File: config.mk
export PLATFORM = sky130hd
export DESIGN_NAME = touch_slider_scroll_tracker_core_flat
export DESIGN_NICKNAME = d
export VERILOG_FILES = /design/src/rtl/tsst_pkg.sv /design/src/rtl/tsst_poll_if.sv /design/src/rtl/tsst_result_if.sv /design/src/rtl/touch_slider_scroll_tracker_core.sv /design/src/flat_wrapper.sv
export VERILOG_INCLUDE_DIRS = /design/src /design/src/rtl
export SDC_FILE = /design/constraint.sdc
export NUM_CORES = 1
export LEC_CHECK = 0
export BUFFER_PORTS_ARGS = -buffer_cell sky130_fd_sc_hd__buf_2
export CORE_ASPECT_RATIO = 1.75
export CORE_MARGIN = 2
export CORE_UTILIZATION = 36
export DETAILED_ROUTE_END_ITERATION = 6
export SLEW_MARGIN = 20
export SYNTH_ARGS = -nofsm -noshare
export SYNTH_HDL_FRONTEND = slang
export SYNTH_SLANG_ARGS = --single-unit
File: constraint.sdc
create_clock -name clk -period 14.5 [get_ports clk]
set_input_delay 0.725 -clock clk [delete_from_list [all_inputs] [get_ports clk]]
set_output_delay 0.725 -clock clk [all_outputs]
set_load 0.02 [all_outputs]
File: src/rtl/touch_slider_scroll_tracker_core_defines.svh
// Assertion macros shared by the slider scroll tracker RTL.
`ifndef TOUCH_SLIDER_SCROLL_TRACKER_CORE_DEFINES_SVH
`define TOUCH_SLIDER_SCROLL_TRACKER_CORE_DEFINES_SVH

// Same-cycle implication, disabled while reset is asserted.
`define TSST_ASSERT_NOW(label, clk, rst_n, ante, cons) \
	label: assert property (@(posedge clk) disable iff (!rst_n) (ante) |-> (cons)) \
		else $error("tsst assertion failed");

// Next-cycle implication, disabled while reset is asserted.
`define TSST_ASSERT_NEXT(label, clk, rst_n, ante, cons) \
	label: assert property (@(posedge clk) disable iff (!rst_n) (ante) |=> (cons)) \
		else $error("tsst assertion failed");

`endif

File: src/rtl/tsst_pkg.sv
// Shared types and constants of the slider scroll tracker.
`default_nettype none
package tsst_pkg;

	// Fixed field widths
	localparam int PAD_IDX_W = 4;
	localparam int DIFF_W    = PAD_IDX_W + 1;
	localparam int VEC_W     = 3;
	localparam int TIME_W    = 32;
	localparam int STEP_W    = 8;
	localparam int TIMEOUT_W = 16;
	localparam int CFG_IDX_W = 2;

	// Furthest pad distance that still counts as a slide
	localparam logic signed [DIFF_W-1:0] MAX_HOP = DIFF_W'(2);
	localparam logic signed [DIFF_W-1:0] MIN_HOP = -DIFF_W'(2);

	// Register reset values
	localparam logic [STEP_W-1:0]    STEP_RESET    = STEP_W'(1);
	localparam logic [TIMEOUT_W-1:0] TIMEOUT_RESET = TIMEOUT_W'(500);

	// Configuration register indexes
	typedef enum logic [CFG_IDX_W-1:0] {
		CFG_MAX_SCROLL      = 2'd0,
		CFG_STEP_SIZE       = 2'd1,
		CFG_RELEASE_TIMEOUT = 2'd2
	} cfg_reg_t;

endpackage
`default_nettype wire

File: src/rtl/tsst_poll_if.sv
// Poll channel: one slider sample per transaction.
`default_nettype none
interface tsst_poll_if import tsst_pkg::*; #(
	parameter int PAD_W    = 9,
	parameter int SCROLL_W = 16
);
	logic                valid;
	logic                ready;
	logic [PAD_W-1:0]    pad_bits;
	logic [TIME_W-1:0]   now_ms;
	logic [SCROLL_W-1:0] current_scroll;

	modport source (output valid, output pad_bits, output now_ms, output current_scroll,
		input ready);
	modport sink (input valid, input pad_bits, input now_ms, input current_scroll,
		output ready);
endinterface
`default_nettype wire

File: src/rtl/tsst_result_if.sv
// Result channel: one scroll update per transaction.
`default_nettype none
interface tsst_result_if import tsst_pkg::*; #(
	parameter int SCROLL_W = 16
);
	logic                    valid;
	logic                    ready;
	logic [SCROLL_W-1:0]     new_scroll;
	logic                    pad_valid;
	logic [PAD_IDX_W-1:0]    pad_index;
	logic signed [VEC_W-1:0] scroll_vector;
	logic                    update_screen;
	logic                    activity;

	modport source (output valid, output new_scroll, output pad_valid, output pad_index,
		output scroll_vector, output update_screen, output activity, input ready);
	modport sink (input valid, input new_scroll, input pad_valid, input pad_index,
		input scroll_vector, input update_screen, input activity, output ready);
endinterface
`default_nettype wire

File: src/rtl/touch_slider_scroll_tracker_core.sv
// Slider scroll tracker: poll register, single-pass update logic and result register.
// Each poll transaction is captured in an input register, resolved combinationally
// by a priority encoder, a distance check, a saturating add or clamped subtract and
// a release-timeout compare, and written together with the tracking state into the
// result register. One poll is taken per cycle while the input register is free or
// can move on, and a stalled result stops new polls only once both the input and
// result registers are full. Configuration writes are taken at any edge with cfg_we
// high and should only be made while no poll is in flight.
`default_nettype none
`include "touch_slider_scroll_tracker_core_defines.svh"
module touch_slider_scroll_tracker_core import tsst_pkg::*; #(
	parameter int PAD_COUNT    = 9,
	parameter int SCROLL_WIDTH = 16,
	localparam int CFG_DATA_W  = (SCROLL_WIDTH > TIMEOUT_W) ? SCROLL_WIDTH : TIMEOUT_W
) (
	input  wire logic                  clk,
	input  wire logic                  arst_n,
	input  wire logic                  cfg_we,
	input  wire logic [CFG_IDX_W-1:0]  cfg_index,
	input  wire logic [CFG_DATA_W-1:0] cfg_data,
	tsst_poll_if.sink                  poll,
	tsst_result_if.source              result
);

	localparam int SW = SCROLL_WIDTH;

	// Configuration registers
	logic [SW-1:0]        max_scroll_q;
	logic [STEP_W-1:0]    step_size_q;
	logic [TIMEOUT_W-1:0] release_timeout_q;

	// Tracking state
	logic                 tracking_q;
	logic [PAD_IDX_W-1:0] last_pad_q;
	logic [TIME_W-1:0]    last_time_q;
	logic [SW-1:0]        remembered_q;

	// Input stage
	logic                 valid_s1;
	logic [PAD_COUNT-1:0] pad_bits_s1;
	logic [TIME_W-1:0]    now_ms_s1;
	logic [SW-1:0]        scroll_s1;

	// Result register
	logic                    out_valid_q;
	logic [SW-1:0]           new_scroll_q;
	logic                    pad_valid_q;
	logic [PAD_IDX_W-1:0]    pad_index_q;
	logic signed [VEC_W-1:0] vector_q;
	logic                    update_q;

	logic advance;
	logic poll_take;

	// Combinational update
	logic                     pad_any;
	logic [PAD_IDX_W-1:0]     pad_idx;
	logic signed [DIFF_W-1:0] pad_diff;
	logic                     near;
	logic                     move_up;
	logic                     move_down;
	logic [SW:0]              sum_up;
	logic [SW-1:0]            step_ext;
	logic [TIME_W-1:0]        elapsed;
	logic                     release_now;
	logic [SW-1:0]            scroll_nx;
	logic signed [VEC_W-1:0]  vector_nx;
	logic                     update_nx;

	// Handshake: move the input stage on when the result register is free or drains
	assign advance   = !out_valid_q || result.ready;
	assign poll.ready = !valid_s1 || advance;
	assign poll_take = poll.valid && poll.ready;

	// Configuration writes
	always_ff @(posedge clk or negedge arst_n) begin
		if (!arst_n) begin
			max_scroll_q      <= '0;
			step_size_q       <= STEP_RESET;
			release_timeout_q <= TIMEOUT_RESET;
		end else if (cfg_we) begin
			unique case (cfg_reg_t'(cfg_index))
				CFG_MAX_SCROLL:      max_scroll_q      <= cfg_data[SW-1:0];
				CFG_STEP_SIZE:       step_size_q       <= cfg_data[STEP_W-1:0];
				CFG_RELEASE_TIMEOUT: release_timeout_q <= cfg_data[TIMEOUT_W-1:0];
				default: ;
			endcase
		end
	end

	// Lowest touched pad wins
	always_comb begin
		pad_idx = '0;
		for (int i = PAD_COUNT - 1; i >= 0; i--) begin
			if (pad_bits_s1[i]) begin
				pad_idx = PAD_IDX_W'(i);
			end
		end
	end
	assign pad_any = |pad_bits_s1;

	// Distance from the held pad and direction of the slide
	assign pad_diff  = $signed({1'b0, last_pad_q}) - $signed({1'b0, pad_idx});
	assign near      = pad_any && tracking_q && (pad_diff <= MAX_HOP) && (pad_diff >= MIN_HOP);
	assign move_up   = near && (pad_diff > 0) && (scroll_s1 < max_scroll_q);
	assign move_down = near && (pad_diff < 0) && (scroll_s1 != '0);

	assign step_ext = SW'(step_size_q);
	assign sum_up   = {1'b0, scroll_s1} + (SW + 1)'(step_size_q);
	assign elapsed  = now_ms_s1 - last_time_q;
	assign release_now = !pad_any && tracking_q && (elapsed > TIME_W'(release_timeout_q));

	// Next scroll, vector and screen update
	always_comb begin
		scroll_nx = scroll_s1;
		vector_nx = '0;
		update_nx = 1'b0;
		if (move_up) begin
			scroll_nx = (sum_up < {1'b0, max_scroll_q}) ? sum_up[SW-1:0] : max_scroll_q;
		end else if (move_down) begin
			scroll_nx = (scroll_s1 >= step_ext) ? scroll_s1 - step_ext : '0;
		end
		if (near) begin
			vector_nx = pad_diff[VEC_W-1:0];
		end
		if (release_now) begin
			update_nx = (remembered_q != scroll_s1);
		end
	end

	// Hold valid bits of the input and result registers
	always_ff @(posedge clk or negedge arst_n) begin
		if (!arst_n) begin
			valid_s1    <= 1'b0;
			out_valid_q <= 1'b0;
		end else begin
			if (poll.ready) begin
				valid_s1 <= poll.valid;
			end
			if (advance) begin
				out_valid_q <= valid_s1;
			end
		end
	end

	// Capture the poll payload
	always_ff @(posedge clk) begin
		if (poll_take) begin
			pad_bits_s1 <= poll.pad_bits;
			now_ms_s1   <= poll.now_ms;
			scroll_s1   <= poll.current_scroll;
		end
	end

	// Advance tracking state as each poll leaves the input stage
	always_ff @(posedge clk or negedge arst_n) begin
		if (!arst_n) begin
			tracking_q   <= 1'b0;
			last_pad_q   <= '0;
			last_time_q  <= '0;
			remembered_q <= '0;
		end else if (valid_s1 && advance) begin
			if (pad_any) begin
				tracking_q  <= 1'b1;
				last_pad_q  <= pad_idx;
				last_time_q <= now_ms_s1;
				if (move_up || move_down) begin
					remembered_q <= scroll_s1;
				end
			end else if (release_now) begin
				tracking_q   <= 1'b0;
				remembered_q <= scroll_s1;
			end
		end
	end

	// Load the result register
	always_ff @(posedge clk) begin
		if (valid_s1 && advance) begin
			new_scroll_q <= scroll_nx;
			pad_valid_q  <= pad_any;
			pad_index_q  <= pad_idx;
			vector_q     <= vector_nx;
			update_q     <= update_nx;
		end
	end

	assign result.valid         = out_valid_q;
	assign result.new_scroll    = new_scroll_q;
	assign result.pad_valid     = pad_valid_q;
	assign result.pad_index     = pad_index_q;
	assign result.scroll_vector = vector_q;
	assign result.update_screen = update_q;
	assign result.activity      = pad_valid_q;

	// Checks
	`TSST_ASSERT_NEXT(a_stall_holds_state, clk, arst_n,
		valid_s1 && !advance, $stable(tracking_q) && $stable(remembered_q))
	`TSST_ASSERT_NEXT(a_stage_feeds_result, clk, arst_n,
		valid_s1 && advance, out_valid_q)
	`TSST_ASSERT_NOW(a_update_only_untouched, clk, arst_n,
		out_valid_q && update_q, !pad_valid_q && (vector_q == '0))
	`TSST_ASSERT_NOW(a_vector_needs_touch, clk, arst_n,
		out_valid_q && (vector_q != '0), pad_valid_q)

endmodule
`default_nettype wire

File: src/flat_wrapper.sv
// flat-port wrapper written by rule: the top's interface ports become plain ports
module touch_slider_scroll_tracker_core_flat import tsst_pkg::*;
#(
	parameter int PAD_COUNT    = 9,
	parameter int SCROLL_WIDTH = 16,
	localparam int CFG_DATA_W  = (SCROLL_WIDTH > TIMEOUT_W) ? SCROLL_WIDTH : TIMEOUT_W
)
  (clk, arst_n, cfg_we, cfg_index, cfg_data, poll_valid, poll_pad_bits, poll_now_ms, poll_current_scroll, poll_ready, result_valid, result_new_scroll, result_pad_valid, result_pad_index, result_scroll_vector, result_update_screen, result_activity, result_ready);
  tsst_poll_if #(.PAD_W(9), .SCROLL_W(16)) poll_i ();
  tsst_result_if #(.SCROLL_W(16)) result_i ();
  input  wire logic clk;
  input  wire logic arst_n;
  input  wire logic cfg_we;
  input  wire logic [CFG_IDX_W-1:0] cfg_index;
  input  wire logic [CFG_DATA_W-1:0] cfg_data;
  input wire logic [$bits(poll_i.valid)-1:0] poll_valid;
  input wire logic [$bits(poll_i.pad_bits)-1:0] poll_pad_bits;
  input wire logic [$bits(poll_i.now_ms)-1:0] poll_now_ms;
  input wire logic [$bits(poll_i.current_scroll)-1:0] poll_current_scroll;
  output wire logic [$bits(poll_i.ready)-1:0] poll_ready;
  output wire logic [$bits(result_i.valid)-1:0] result_valid;
  output wire logic [$bits(result_i.new_scroll)-1:0] result_new_scroll;
  output wire logic [$bits(result_i.pad_valid)-1:0] result_pad_valid;
  output wire logic [$bits(result_i.pad_index)-1:0] result_pad_index;
  output wire logic [$bits(result_i.scroll_vector)-1:0] result_scroll_vector;
  output wire logic [$bits(result_i.update_screen)-1:0] result_update_screen;
  output wire logic [$bits(result_i.activity)-1:0] result_activity;
  input wire logic [$bits(result_i.ready)-1:0] result_ready;
  assign poll_i.valid = poll_valid;
  assign poll_i.pad_bits = poll_pad_bits;
  assign poll_i.now_ms = poll_now_ms;
  assign poll_i.current_scroll = poll_current_scroll;
  assign poll_ready = poll_i.ready;
  assign result_valid = result_i.valid;
  assign result_new_scroll = result_i.new_scroll;
  assign result_pad_valid = result_i.pad_valid;
  assign result_pad_index = result_i.pad_index;
  assign result_scroll_vector = result_i.scroll_vector;
  assign result_update_screen = result_i.update_screen;
  assign result_activity = result_i.activity;
  assign result_i.ready = result_ready;
  touch_slider_scroll_tracker_core #(.PAD_COUNT(PAD_COUNT), .SCROLL_WIDTH(SCROLL_WIDTH)) u_core (.clk(clk), .arst_n(arst_n), .cfg_we(cfg_we), .cfg_index(cfg_index), .cfg_data(cfg_data), .poll(poll_i), .result(result_i));
endmodule
==> flow_metrics.env, run 1 <==
export IMPL_grt_pass1_wl_um=48400
export IMPL_ff2ff_setup_slack_ns=8.59
export IMPL_io_pins=108
export IMPL_start_util_pct=36.5
export IMPL_io_buffers=107
export IMPL_dominantRegCellSynth="dfrtp_1"
export IMPL_criticalPathCategory="flop to flop"
export IMPL_drc=0
export IMPL_viasPerCell=5.48
export IMPL_wirelength_um=30800
export IMPL_synth_area_leaders="edfxtp_1, dfrtp_1, ha_1"
export IMPL_crit_chain="ha_1 > a2111oi_0 > o21ai_1 > o21a_1 > a211oi_1 > o21ai_0 > xor2_1 > ha_1 > nand4_1 > nor4_1 > a21boi_0 > o41a_1 > nor4_1 > and4_1 > nand4_1 > or4_4 > nor3_2 > a221o_1"
export IMPL_ys_warnings_count=0
export IMPL_dr_pass1_iters=5
export IMPL_cts_buffers=17
export IMPL_core_area_um2=30700
export IMPL_grt_total_usage_pct=19.9
export IMPL_tightest_slew_ns=1.06
export IMPL_grt_setup_unrepaired="no"
export IMPL_end_kind="flop"
export IMPL_status="finished, final reports clean"
export IMPL_finalHoldViolCount=0
export IMPL_arrival_ns=6.31
export IMPL_dp_hpwl_um=24000
export IMPL_startpoint_type="flop"
export IMPL_drtAntennaViolNets=0
export IMPL_yosys_area_top_type="edfxtp_1"
export IMPL_num_vias=8715
export IMPL_placed_cell_area_um2=12100
export IMPL_cts_htree_levels=4
export IMPL_nNetsFinal=1365
export IMPL_slew_limit_headroom_pct=29.1
export IMPL_r2r_cells=18
export IMPL_hold_ws_ns=0.321
export IMPL_avgSynthCellArea_um2=10.3
export IMPL_cts_tree="yes"
export IMPL_r2r_start="u_core.now_ms_s1[8]"
export IMPL_clock_fmax_mhz=169
export IMPL_clock_latency_ns=0.46
export IMPL_synth_edf_count=82
export IMPL_clockRootBuffer="clkbuf_16"
export IMPL_clockBufferDepth=2
export IMPL_synth_most_common_cell="ha_1"
export IMPL_synth_area_um2=11200
export IMPL_r2r_end="u_core.remembered_q[12]"
export IMPL_area_growth_syn_to_layout_pct=13.0
export IMPL_die_area_um2=32700
export IMPL_synth_common_cells="ha_1, inv_1, dfrtp_1"
export IMPL_die_width_um=137
export IMPL_power_density_nw_per_um2=142
export IMPL_synth_cell_types=74
export IMPL_multi_input_area_um2=5820
export IMPL_grt_ovfl_total=0
export IMPL_cts_hold_buf=0
export IMPL_fin_skew_ns=0.0107
export IMPL_cp_data_required_time_ns=14.90
export IMPL_setup_viol=0
export IMPL_fp_dieH_um=238
export IMPL_syn_inst=1091
export IMPL_slowest_stage="nor3_2"
export IMPL_gp_congestion=0.905
export IMPL_fin_crit_sh_pct=40.8
export IMPL_fin_crit_ns=5.91
export IMPL_rows=85
export IMPL_design_area_um2=12700
export IMPL_maxCapViolCount=0
export IMPL_antenna_found_initial=2
export IMPL_post_cts_resized=0
export IMPL_yosys_area_top_type_share_pct=21.9
export IMPL_setup_slack_ns=8.59
export IMPL_power_leakage_nw=5.45
export IMPL_numClockSinks=177
export IMPL_final_seq_area_um2=4850
export IMPL_cp_slowest_stage_delay_ns=0.81
export IMPL_crit_path_max_fanout=16
export IMPL_grt_pass1_vias=9054
export IMPL_drive_above_1_share_pct=19.0
export IMPL_synth_seq_cells=177
export IMPL_hp_class="input port to async pin"
export IMPL_dpl_worst_slack_ns=8.61
export IMPL_grt_max_degree=58
export IMPL_syn_nets=1273
export IMPL_clkSlewWorstSetupHoldPaths_ns=0.07
export IMPL_synthArstFlopShare_pct=53.7
export IMPL_postCtsSetupRepairBufs=0
export IMPL_wl_per_cell_um=19.4
export IMPL_drtIter0Drc=460
export IMPL_fill_cells=3013
export IMPL_tns_ns=0
export IMPL_irDropWorstVdd_uv=94.7
export IMPL_post_route_util_pct=41.3
export IMPL_synth_seq_area_share_pct=43.2
export IMPL_drv_slew=0
-- worst max-delay path by stage --
| stage | cells after the start | to | slack (ns) | start |
|---|---|---|---|---|
| after floorplan | 17 | u_core.result.update_screen | 9.56 | u_core.now_ms_s1[8] |
| after global placement | 18 | u_core.remembered_q[3] | 8.87 | u_core.now_ms_s1[8] |
| after detailed placement | 18 | u_core.remembered_q[12] | 8.61 | u_core.now_ms_s1[8] |
| after CTS | 18 | u_core.remembered_q[1] | 8.59 | u_core.now_ms_s1[8] |
| after global routing | 18 | u_core.remembered_q[8] | 8.22 | u_core.now_ms_s1[8] |
| final | 18 | u_core.remembered_q[12] | 8.59 | u_core.now_ms_s1[8] |
-- routing by layer --
metal	up-vias	track usage [%]	share of wire [%]
met5	-	0	0
met4	0	11.1	5.1
met3	79	2.71	2.9
met2	219	39.2	58
met1	4229	18.9	34
li1	4188	-	-
-- state kept, by name, summed over array words and instances, names as in the netlist --
signal / flops
u_core.result.update_screen: 1
u_core.result.valid: 1
u_core.tracking_q: 1
u_core.max_scroll_q: 16
u_core.result.pad_index: 4
u_core.valid_s1: 1
u_core.last_time_q: 32
u_core.result.new_scroll: 16
u_core.result.scroll_vector: 3
u_core.now_ms_s1: 32
u_core.last_pad_q: 4
u_core.result.activity: 1
u_core.pad_bits_s1: 9
u_core.remembered_q: 16
u_core.release_timeout_q: 16
u_core.step_size_q: 8
u_core.scroll_s1: 16
-- cell families (layout without fill, tap and decap cells) --
| kind of cell | Yosys count | after routing | synth area share (%) |
|---|---|---|---|
| AO/OA/AOI/OAI | 286 | 286 | 17.3 |
| XOR/XNOR | 65 | 65 | 5.07 |
| adder cells (fa/ha/maj) | 102 | 102 | 11.6 |
| buffers and inverters | 139 | 244 | 5.08 |
| flip-flops | 177 | 177 | 43.2 |
| multiplexers | 60 | 60 | 5.98 |
| other | 0 | 2 | 0 |
| AND/OR/NAND/NOR | 262 | 262 | 11.8 |
-- final cells by class --
cell class,instances,area share [%]
diodes,2,0.0395
clock buffers,17,3.35
clock inverters,15,1.05
inverters,97,2.87
multi-input cells,775,45.9
flip-flops and latches,177,38.2
well taps,391,3.86
repair buffers,115,4.72
-- critical path: cells and delay by family (launching register included) --
family / cells / cell delay [ns]
compound gates: 8 / 2.39
xor+xnor: 1 / 0.19
fa+ha+maj: 2 / 0.69
flops: 1 / 0.39
simple gates: 7 / 2.21
-- where the power goes --
group	leakage (nW)	switching [W]	internal, W
clock network	0.274	0.000213	0.000238
registers	1.92	0.0000591	0.000613
logic	3.26	0.000391	0.000290
total	5.45	0.000663	0.00114
-- cells in the final DEF, fill, tap and decap left out, types with 12 or more instances in the layout --
cell type	instances
xor2_1	35
a21o_1	12
a21oi_1	75
a22o_1	19
nand3_1	15
nor3_1	16
o21ai_0	52
nand4_1	15
ha_1	98
o21a_1	22
mux2_2	56
buf_2	106
a221o_1	17
edfxtp_1	82
xnor2_1	30
nor4_1	15
inv_1	97
dfrtp_1	88
nor2_1	67
clkbuf_16	17
nand2_1	67
-- stage by stage --
step | instances | total power (W)
floorplan | 1091 | 0.00117
global placement | 1555 | 0.00135
detailed placement | 1555 | 0.00136
CTS | 1587 | 0.00182
global route | 1589 | 0.00193
finish | 1589 | 0.00180
Power figures use the tool's default switching activity.
==> run 2: changes to the inputs <==
- clock period: 14.5 -> 5.6 ns (I/O delays scaled with it)
==> flow_metrics.env, run 2 (synthesis gave the netlist of run 1 again) <==
export IMPL_end_kind="flop"
export IMPL_fin_crit_ns=5.22
export IMPL_criticalPathCategory="flop to flop"
export IMPL_dp_hpwl_um=24300
export IMPL_fin_crit_sh_pct=93.2
export IMPL_clock_fmax_mhz=192
export IMPL_grt_ovfl_total=0
export IMPL_irDropWorstVdd_uv=235
export IMPL_switching_share_pct=36.1
export IMPL_hold_path_depth=1
export IMPL_crit_path_max_fanout=3
export IMPL_cp_slowest_stage_delay_ns=0.65
export IMPL_reg_largest_list="u_core.last_time_q: 32 flops, u_core.now_ms_s1: 32 flops"
export IMPL_grt_pass1_wl_um=48600
export IMPL_cts_buffers=17
export IMPL_grt_max_degree=69
export IMPL_dr_pass1_iters=4
export IMPL_fin_skew_ns=0.0113
export IMPL_slowest_stage="or4b_2"
export IMPL_core_area_um2=30700
export IMPL_clock_latency_ns=0.46
export IMPL_gp_congestion=0.903
export IMPL_clockRootBuffer="clkbuf_16"
export IMPL_setup_viol=0
export IMPL_start_util_pct=36.5
export IMPL_numClockSinks=177
export IMPL_internal_power_w=0.00304
export IMPL_cp_top_family="simple AND/OR/NAND/NOR gates"
export IMPL_slew_limit_headroom_pct=39.6
export IMPL_drtIter0Drc=373
export IMPL_drv_slew=0
export IMPL_nNetsFinal=1426
export IMPL_layout_common_cells="buf_2, ha_1, inv_1"
export IMPL_viasPerCell=5.35
export IMPL_finalHoldViolCount=0
export IMPL_clock_power_share_pct=25.2
export IMPL_setup_slack_ns=0.382
export IMPL_layout_commonest_cell="buf_2"
export IMPL_wl_per_cell_um=18.9
export IMPL_timing_critical_path_buf_inv=2
export IMPL_die_area_um2=32700
export IMPL_area_growth_syn_to_layout_pct=18.5
export IMPL_postCtsSetupRepairBufs=0
export IMPL_r2r_cells=19
export IMPL_tightest_slew_ns=0.906
export IMPL_placed_cell_area_um2=12200
export IMPL_antenna_found_initial=2
export IMPL_clkSlewWorstSetupHoldPaths_ns=0.07
export IMPL_design_area_um2=13300
export IMPL_num_vias=8821
export IMPL_cp_depth=19
export IMPL_power_density_nw_per_um2=358
export IMPL_arrival_ns=5.43
export IMPL_power_leakage_nw=5.72
export IMPL_seqPwrFrac_pct=36.5
export IMPL_grt_setup_unrepaired="no"
export IMPL_clockBufferDepth=2
export IMPL_combPwrFrac_pct=38.3
export IMPL_die_width_um=137
export IMPL_post_route_util_pct=43.3
export IMPL_tns_ns=0
export IMPL_drc=0
export IMPL_cts_htree_levels=4
export IMPL_rows=85
export IMPL_grt_total_usage_pct=19.9
export IMPL_drtAntennaViolNets=0
export IMPL_crit_chain="inv_1 > ha_1 > inv_1 > fa_1 > a211oi_2 > o21a_1 > o21a_1 > o31ai_1 > xor2_1 > ha_1 > nand4_1 > nor4_2 > a21boi_0 > o41a_1 > nor4_2 > nand2_1 > or4b_2 > or4_1 > o211a_1"
export IMPL_dpl_worst_slack_ns=0.130
export IMPL_cts_tree="yes"
export IMPL_drive_above_1_share_pct=19.4
export IMPL_hold_ws_ns=0.0179
export IMPL_maxCapViolCount=0
export IMPL_fp_dieH_um=238
export IMPL_io_buffers=107
export IMPL_hp_class="input port to flop"
export IMPL_status="finished, final reports clean"
export IMPL_p_switching_w=0.00172
export IMPL_cp_data_required_time_ns=5.81
export IMPL_grt_pass1_vias=9261
export IMPL_io_pins=108
export IMPL_startpoint_type="flop"
export IMPL_wirelength_um=31200
run 2: stage by stage:
step	total power, W	cells
2_1_floorplan	0.00302	1091
3_3_place_gp	0.00352	1569
3_5_place_dp	0.00355	1569
4_1_cts	0.00480	1648
5_1_grt	0.00508	1650
6_report	0.00476	1650
run 2: layout make-up:
cell class | count | area [um2]
Tap cell | 391 | 489
Sequential cell | 177 | 4850
Clock buffer | 19 | 433
Clock inverter | 13 | 136
Inverter | 97 | 364
Timing Repair Buffer | 176 | 1170
Antenna cell | 2 | 5.00
Multi-Input combinational cell | 775 | 5850
Fill cell | 3009 | 17400
run 2: repair_timing:
action | in CTS | in global routing
endpoints found under the hold margin | 73 | 0
setup endpoints to repair | 0 | 18
hold buffers | 47 | 0
gates resized for setup | 0 | 8
run 2: final timing paths:
check / startpoint / end / slack [ns]
setup / recovery: u_core.now_ms_s1[0] / u_core.result.update_screen / 0.38
hold / removal: poll_now_ms[0] / u_core.now_ms_s1[0] / 0.02
setup reg to reg: u_core.now_ms_s1[0] / u_core.result.update_screen / 0.38
hold reg to reg: u_core.last_pad_q[0] / u_core.last_pad_q[0] / 0.49
max in group asynchronous: arst_n / u_core.max_scroll_q[14] / 3.99
min in group asynchronous: arst_n / u_core.max_scroll_q[12] / 0.32
run 2: layer usage:
layer	share of wire (%)	track usage [%]	routed length, um
met5	0	0	0
met4	5.8	12.7	1800
met3	2.6	2.84	808
met2	57	39.1	17900
met1	34	18.5	10700
run 2: power groups by stage:
stage	Clock [W]	Sequential [W]	Combinational, W
4_1_cts	0.00123	0.00174	0.00183
2_1_floorplan	0	0.00174	0.00128
3_3_place_gp	0	0.00175	0.00177
5_1_grt	0.00128	0.00176	0.00204
3_5_place_dp	0	0.00176	0.00179
6_report	0.00120	0.00174	0.00182
run 2: worst register-to-register path, stage by stage (launching register included):
cell	delay (ns)
edfxtp_1	0.36
inv_1	0.08
ha_1	0.16
inv_1	0.05
fa_1	0.42
a211oi_2	0.29
o21a_1	0.23
o21a_1	0.25
o31ai_1	0.14
xor2_1	0.17
ha_1	0.30
nand4_1	0.16
nor4_2	0.08
a21boi_0	0.12
o41a_1	0.44
nor4_2	0.18
nand2_1	0.08
or4b_2	0.65
or4_1	0.58
o211a_1	0.24
==> run 3: changes to the inputs <==
- ABC_AREA: unset -> 1
- RECOVER_POWER: unset -> 25
==> flow_metrics.env, run 3 <==
export IMPL_status="finished, violations left"
export IMPL_violations="max-capacitance violations, max-slew violations"
export IMPL_drv_slew=33
export IMPL_num_vias=10300
export IMPL_grt_max_degree=68
export IMPL_reg_largest_list="u_core.last_time_q: 32 flops, u_core.now_ms_s1: 32 flops"
export IMPL_grt_pass1_wl_um=53400
export IMPL_avgSynthCellArea_um2=7.68
export IMPL_synthArstFlopShare_pct=53.7
export IMPL_synth_seq_area_share_pct=40.7
export IMPL_irDropWorstVdd_uv=218
export IMPL_placed_cell_area_um2=12800
export IMPL_yosys_area_top_type_share_pct=20.7
export IMPL_io_pins=108
export IMPL_diodes=0
export IMPL_fp_dieH_um=245
export IMPL_clkSlewWorstSetupHoldPaths_ns=0.07
export IMPL_synth_edf_count=82
export IMPL_core_area_um2=32800
export IMPL_setup_viol=0
export IMPL_arrival_ns=4.91
export IMPL_grt_ovfl_total=0
export IMPL_clock_fmax_mhz=219
export IMPL_startpoint="u_core.now_ms_s1[0]"
export IMPL_finalHoldViolCount=0
export IMPL_dominantRegCellSynth="dfrtp_1"
export IMPL_startpoint_type="flop"
export IMPL_fill_cells=3394
export IMPL_clock_latency_ns=0.45
export IMPL_drtIter0Drc=450
export IMPL_start_util_pct=36.3
export IMPL_clockRootBuffer="clkbuf_16"
export IMPL_die_area_um2=34700
export IMPL_gp_congestion=0.942
export IMPL_slew_limit_headroom_pct=-30.0
export IMPL_tightest_slew_ns=1.95
export IMPL_fin_crit_ns=4.56
export IMPL_wirelength_um=34400
export IMPL_worstHoldStart="poll_current_scroll[3]"
export IMPL_highest_layer="met4"
export IMPL_maxCapViolCount=1
export IMPL_total_power_w=0.00540
export IMPL_dpl_worst_slack_ns=0.942
export IMPL_area_growth_syn_to_layout_pct=17.0
export IMPL_viasPerCell=4.85
export IMPL_drtAntennaViolNets=0
export IMPL_synth_most_common_cell="nand2_1"
export IMPL_cts_htree_levels=4
export IMPL_criticalPathCategory="flop to flop"
export IMPL_antenna_found_initial=0
export IMPL_grt_setup_unrepaired="no"
export IMPL_layout_common_cells="nand2_1, inv_1, o21ai_0"
export IMPL_wl_met3_um=656
export IMPL_layoutNonFillerInstCount=2120
export IMPL_rows=88
export IMPL_tns_ns=0
export IMPL_grt_pass1_vias=10400
export IMPL_postCtsSetupRepairBufs=0
export IMPL_post_cts_resized=0
export IMPL_numClockSinks=177
export IMPL_r2r_start="u_core.now_ms_s1[0]"
export IMPL_synth_area_leaders="edfxtp_1, dfrtp_1, nand2_1"
export IMPL_dr_pass1_iters=5
export IMPL_dp_hpwl_um=27700
export IMPL_die_width_um=142
export IMPL_cts_buffers=17
export IMPL_syn_inst=1552
export IMPL_synth_common_cells="nand2_1, inv_1, o21ai_0"
export IMPL_syn_nets=1734
export IMPL_clockBufferDepth=2
export IMPL_setup_slack_ns=1.04
export IMPL_power_density_nw_per_um2=387
export IMPL_hp_class="input port to flop"
export IMPL_io_buffers=107
export IMPL_layout_commonest_cell="nand2_1"
export IMPL_power_leakage_nw=7.13
export IMPL_drc=0
export IMPL_end_kind="flop"
export IMPL_cts_tree="yes"
export IMPL_wl_met1_um=11800
export IMPL_synth_seq_cells=177
export IMPL_ys_warnings_count=0
export IMPL_wl_per_cell_um=16.2
export IMPL_grt_total_usage_pct=20.3
export IMPL_yosys_area_top_type="edfxtp_1"
export IMPL_synth_area_um2=11900
export IMPL_fin_skew_ns=0.00822
export IMPL_crit_path_max_fanout=18
export IMPL_synth_cell_types=51
export IMPL_cp_data_required_time_ns=5.95
export IMPL_fin_crit_sh_pct=81.4
export IMPL_dp_cells=2035
export IMPL_drive_above_1_share_pct=10.8
export IMPL_dr_wl_met2_um=20000
export IMPL_cts_hold_buf=53
export IMPL_design_area_um2=13900
export IMPL_nNetsFinal=1884
## run 3: changes by cell type after synthesis, moves of 12 or more
cell / before / now
a221o_1: 17 / 0
xnor2_1: 30 / 10
a21oi_1: 75 / 58
nor2_1: 67 / 84
o21ai_0: 52 / 101
clkbuf_1: 30 / 18
nand2_1: 67 / 463
mux2_2: 56 / 0
inv_1: 97 / 266
a22o_1: 19 / 0
nand3_1: 15 / 98
o21a_1: 22 / 1
## run 3: metrics by stage
stage          util [%]  hold slack (ns)
3_3_place_gp       39.1            0.273
4_1_cts            42.6          0.00525
2_1_floorplan         -          -0.0156
3_5_place_dp       39.1            0.279
6_report           42.5           0.0617
5_1_grt            42.5           0.0629
## run 3: per-layer routing
metal,vias up,track usage [%]
met3,87,2.36
met1,4763,18.2
li1,5232,-
met5,-,0
met2,195,41.8
met4,0,11.9
## run 3: layout make-up
type	instances	area [um2]	share of cell area (%)
timing repair buffer	164	1080	7.74
multi-input combinational	1065	5870	42.1
clock inverter	15	179	1.28
sequential	177	4850	34.8
inverter	277	1040	7.46
tap	405	507	3.63
clock buffer	17	425	3.05
## run 3: power by group
part	switching [W]	internal (W)	total [W]	leakage, nW
combinational	0.00152	0.000825	0.00234	4.88
sequential	0.000145	0.00165	0.00179	1.95
clock	0.000555	0.000708	0.00126	0.297
total	0.00222	0.00318	0.00540	7.13
## run 3: path summary, 6_finish.rpt
path / to / slack, ns / depth (start not counted)
min in group asynchronous: u_core.last_time_q[28] / 0.90 / 2
min reg2reg: u_core.max_scroll_q[1] / 0.48 / 2
max in group asynchronous: u_core.last_time_q[12] / 2.93 / 3
min: u_core.scroll_s1[3] / 0.06 / 1
max reg2reg: u_core.remembered_q[4] / 1.04 / 25
max: u_core.remembered_q[4] / 1.04 / 25
## run 3: kinds of logic after synthesis
logic type,count (synthesis),share of synthesized area [%]
compound gates,181,8.07
xor+xnor,48,3.53
fa+ha+maj,102,11.0
buf+inv,310,10.1
flops,177,40.7
simple gates,734,26.7
## run 3: critical path, stage by stage, from the launching register on
cell and delay (ns):
edfxtp_1 0.39, inv_1 0.09, ha_1 0.15, inv_1 0.11
fa_1 0.51, nand3_1 0.12, nand3_1 0.19, nand3_1 0.13
nand3b_1 0.17, xor2_1 0.19, ha_1 0.28, nand2_1 0.05
nor2_1 0.23, nand2_1 0.13, nor2_1 0.19, nand4_1 0.20
nand2_1 0.14, nand3_1 0.09, nor2_1 0.12, nand2_1 0.07
nor2_2 0.16, nand2_2 0.14, nand3_4 0.21, nand2_4 0.18
nand2_1 0.13, nand2_1 0.06
